## config.mk

```make
export PLATFORM = sky130hd
export DESIGN_NAME = ddo_mul
export DESIGN_NICKNAME = d
export VERILOG_FILES = /design/src/hw/rtl/ddo_mul.sv
export SDC_FILE = /design/constraint.sdc
export NUM_CORES = 2
export LEC_CHECK = 0
export CORE_MARGIN = 5
export CORE_UTILIZATION = 30
export DETAILED_ROUTE_END_ITERATION = 8
export DONT_BUFFER_PORTS = 1
export HOLD_SLACK_MARGIN = 0.1
export PLACE_DENSITY = 0.46
export SYNTH_ARGS = -nofsm -noshare
export SYNTH_HDL_FRONTEND = slang
export SYNTH_SLANG_ARGS = --single-unit
```

## constraint.sdc

```tcl
create_clock -name i_clk -period 9.1 [get_ports i_clk]
set_input_delay 0.91 -clock i_clk [delete_from_list [all_inputs] [get_ports i_clk]]
set_output_delay 0.91 -clock i_clk [all_outputs]
set_load 0.02 [all_outputs]
```

## src/hw/rtl/ddo_mul.sv

```systemverilog
// Shared registered 33x33 signed multiplier.
module ddo_mul (
    input  logic               i_clk,
    input  logic signed [32:0] i_a,
    input  logic signed [32:0] i_b,
    output logic signed [65:0] o_prod
);
    logic signed [65:0] r_prod;

    // One product per cycle, result in the next cycle
    always_ff @(posedge i_clk) begin
        r_prod <= i_a * i_b;
    end

    assign o_prod = r_prod;
endmodule

```

## Word-level counts from Yosys, hierarchy flattened

Cells that the tools add are included.
Widths: inputs -> output; s select.

| cells by class | value |
|---|---|
| multipliers | 1 |

Operators by type and width:

| kind | number |
|---|---|
| $mul 33x33->66 | 1 |

| storage, ports and cells | value |
|---|---|
| register bits after elaboration | 66 |
| input port bits | 67 |
| logic and storage cells | 2 |

## Depth between registers and ports, before layout

| depth | value |
|---|---|
| word-level depth | 1 |
| gate-level depth with buffers | 27 |
| depth with buffers taken out | 26 |

## Worst setup path after synthesis

No wires, ideal clock.

| path | value |
|---|---|
| path kind | input port to flip-flop |
| start point | input i_a[32] |
| end point | register r_prod[62] (netlist: o_prod[62]) |
| arrival | 8.067 ns |
| required time | 9.021 ns |
| slack | 0.954 ns |
| stages | 23 |
| buffers on the path | 2 |
| cell sequence | clkbuf_1 nand2_1 inv_1 fa_1 fa_1 fa_1 fa_1 fa_1 fa_1 fa_1 inv_1 fa_1 inv_1 ha_1 clkbuf_1 and3_1 nand3_1 nand2b_1 a2111oi_4 a211oi_4 a21o_2 a21o_1 a211oi_2 |

| on the way | value |
|---|---|
| cells in the longest elaborated chain, start to end | 1 |

Ends and longest elaborated chain:

| what | line | text |
|---|---|---|
| start: declaration | 4 | `input logic signed [32:0] i_a,` |
| $mul 33x33->66 | 12 | `r_prod <= i_a * i_b;` |
| end signal: assignment | 12 |  |
| end: declaration | 8 | `logic signed [65:0] r_prod;` |

No other way between the ends.

## Final worst setup path

| path | value |
|---|---|
| start point | input i_b[0] |
| end point | register r_prod[64] (netlist: o_prod[64]) |

| on the way | value |
|---|---|
| cells in the longest elaborated chain, start to end | 1 |

Ends and longest elaborated chain:

| what | line | text |
|---|---|---|
| start: declaration | 5 | `input logic signed [32:0] i_b,` |
| $mul 33x33->66 | 12 |  |

No other way between the ends.

==> impl_metrics.env <==
export IMPL_drt_wl_total_microns=118700
export IMPL_io_pins=133
export IMPL_drc=0
export IMPL_core_area_sq_mm=0.1351
export IMPL_end_kind="register"
export IMPL_start_util_pct=30.14
export IMPL_fmax_ghz=0.1247
export IMPL_ys_seq_area_share_pct=3.244
export IMPL_hpwl_microns=97450
export IMPL_clockBufferDepth=2
export IMPL_drt_iter0_markers=1345
export IMPL_cp_arrival_ns=8.35
export IMPL_synth_seq_cells=66
export IMPL_synth_cell_type_count=80
export IMPL_dr_pass1_iters=6
export IMPL_cts_htree_levels=3
export IMPL_cts_root_buf="clkbuf_16"
export IMPL_drive_above_1_share_pct=1.853
export IMPL_grt_max_degree=34
export IMPL_slowest_delay_ns=0.67
export IMPL_final_max_slew_viol_count=0
export IMPL_critPathKind="input pin to register"
export IMPL_area_delta_synth_final_pct=4.525
export IMPL_dieArea_sq_mm=0.1433
export IMPL_ctsHoldBuffers=0
export IMPL_dieHeight_microns=378.5
export IMPL_relSlewSlack_pct=41.78
export IMPL_rows=135
export IMPL_antenna_found_initial=1
export IMPL_die_width_microns=378.5
export IMPL_drv_cap=0
export IMPL_cts_resized=0
export IMPL_clk_pin_slew_ns=0.07
export IMPL_cts_setup_buffers=0
export IMPL_final_antenna_net_count=0
export IMPL_critical_path_top_delay_family="adder cells"
export IMPL_grt_pass1_vias=30662
export IMPL_grt_overflow_total=0
export IMPL_cp_num_buf_inv=7
export IMPL_port_buffers=0
export IMPL_syn_avg_cell_area_sq_um=9.390
export IMPL_layout_commonest_cell="fa_1"
export IMPL_final_cell_mix="1144 x fa_1, 1131 x inv_1, 562 x and2_1, 551 x nand2_1, 217 x ha_1"
export IMPL_place_congestion=0.8762
export IMPL_cts_tree="yes"
export IMPL_min_delay_start="i_a[0]"
export IMPL_yosys_most_used_dff="dfxtp_1"
export IMPL_viasPerCell=4.594
export IMPL_holdWs_ns=0.7003
export IMPL_numCtsBuffers=9
export IMPL_synth_edff_count=0
export IMPL_start_kind="input pin"
export IMPL_largest_reg_flops=66
export IMPL_grt_use_total_pct=17.37
export IMPL_yosys_warnings=0
export IMPL_cp_slowest_cell="fa_1"
export IMPL_async_flop_share_pct=0
export IMPL_hold_violations=0
export IMPL_clkSinkCount=66
export IMPL_hold_path_class="input pin to register"
export IMPL_cp_max_fo=33
export IMPL_startpoint="i_b[0]"
export IMPL_nets=5580
export IMPL_detailroute_via_count=27279
export IMPL_syn_inst=4338
export IMPL_rsz0062_at_grt="no"
export IMPL_tightest_slew_ns=0.8733
export IMPL_final_setup_viol_count=0
export IMPL_syn_nets=5767
export IMPL_cp_required_ns=9.42
export IMPL_synth_area_sq_mm=0.04073
export IMPL_grt_pass1_wl_microns=188400
export IMPL_wl_per_cell_microns=19.98
export IMPL_period_needed_ns=8.021
export IMPL_crit_top_cell="fa_1"
export IMPL_fin_tns_setup_ns=0
export IMPL_status="finished, final reports clean"
export IMPL_finalCritPeriodShare_pct=88.14
stage by stage:
stage,utilization (%),setup WS (ns),instance area (sq um),cells
floorplan,-,0.9536,40730,4338
global placement,31.29,0.7204,42290,5921
detailed placement,31.29,0.7115,42290,5921
CTS,31.51,1.112,42570,5937
global route,31.51,0.7790,42570,5937
finish,31.51,1.079,42580,5938
cells in the mapped netlist, types with 8 or more instances:
master | number | area, sq um
a31oi_1 | 8 | 50.05
o21ai_0 | 25 | 125.1
a21oi_1 | 57 | 285.3
a21o_1 | 36 | 270.3
o21bai_1 | 11 | 82.58
buf_2 | 11 | 55.05
and2_1 | 562 | 3516
nand3_1 | 25 | 125.1
nor2_1 | 68 | 255.2
dfxtp_1 | 66 | 1321
nand2_1 | 551 | 2068
nand2b_1 | 12 | 75.07
ha_1 | 217 | 2715
xnor2_1 | 43 | 376.6
xor2_1 | 25 | 219.0
fa_1 | 1145 | 22920
clkbuf_1 | 208 | 780.8
nand4_1 | 11 | 68.82
inv_1 | 1131 | 4245
final cells by class:
| type | count | area, sq um |
|---|---|---|
| fill | 14293 | 92550 |
| inverter | 1131 | 4245 |
| clock buffer | 10 | 239.0 |
| antenna | 1 | 2.502 |
| tap | 1781 | 2228 |
| multi-input combinational | 2920 | 34320 |
| timing repair buffer | 23 | 172.7 |
| sequential | 66 | 1321 |
| clock inverter | 6 | 48.80 |
worst paths after layout:
kind    endpoint  slack (ns)  depth (start not counted)
min    o_prod[0]        0.70                          1
max   o_prod[64]        1.08                         25
metal layers:
metal  vias up  part of all wire (%)  GRT usage [%]
met1     14719                    42          22.53
met2       500                    51          30.34
met5         -                     0              0
met3       106                   4.6          2.705
met4         0                   2.7          4.435
li1      11954                     -              -
cells by family (layout without fill, tap and decap cells):
family | after synthesis | in the layout | share of synthesized area, %
DFF | 66 | 66 | 3.244
other | 0 | 1 | 0
adders and majority gates | 1362 | 1362 | 62.94
buffers and inverters | 1352 | 1170 | 12.51
AOI/OAI and AO/OA | 219 | 219 | 4.067
xor gates and xnor gates | 68 | 68 | 1.462
and+or+nand+nor | 1271 | 1271 | 15.78
Power is left out: the tool's default activity adds up to more than one toggle a clock period on the data nets, which glitch-free logic cannot reach.
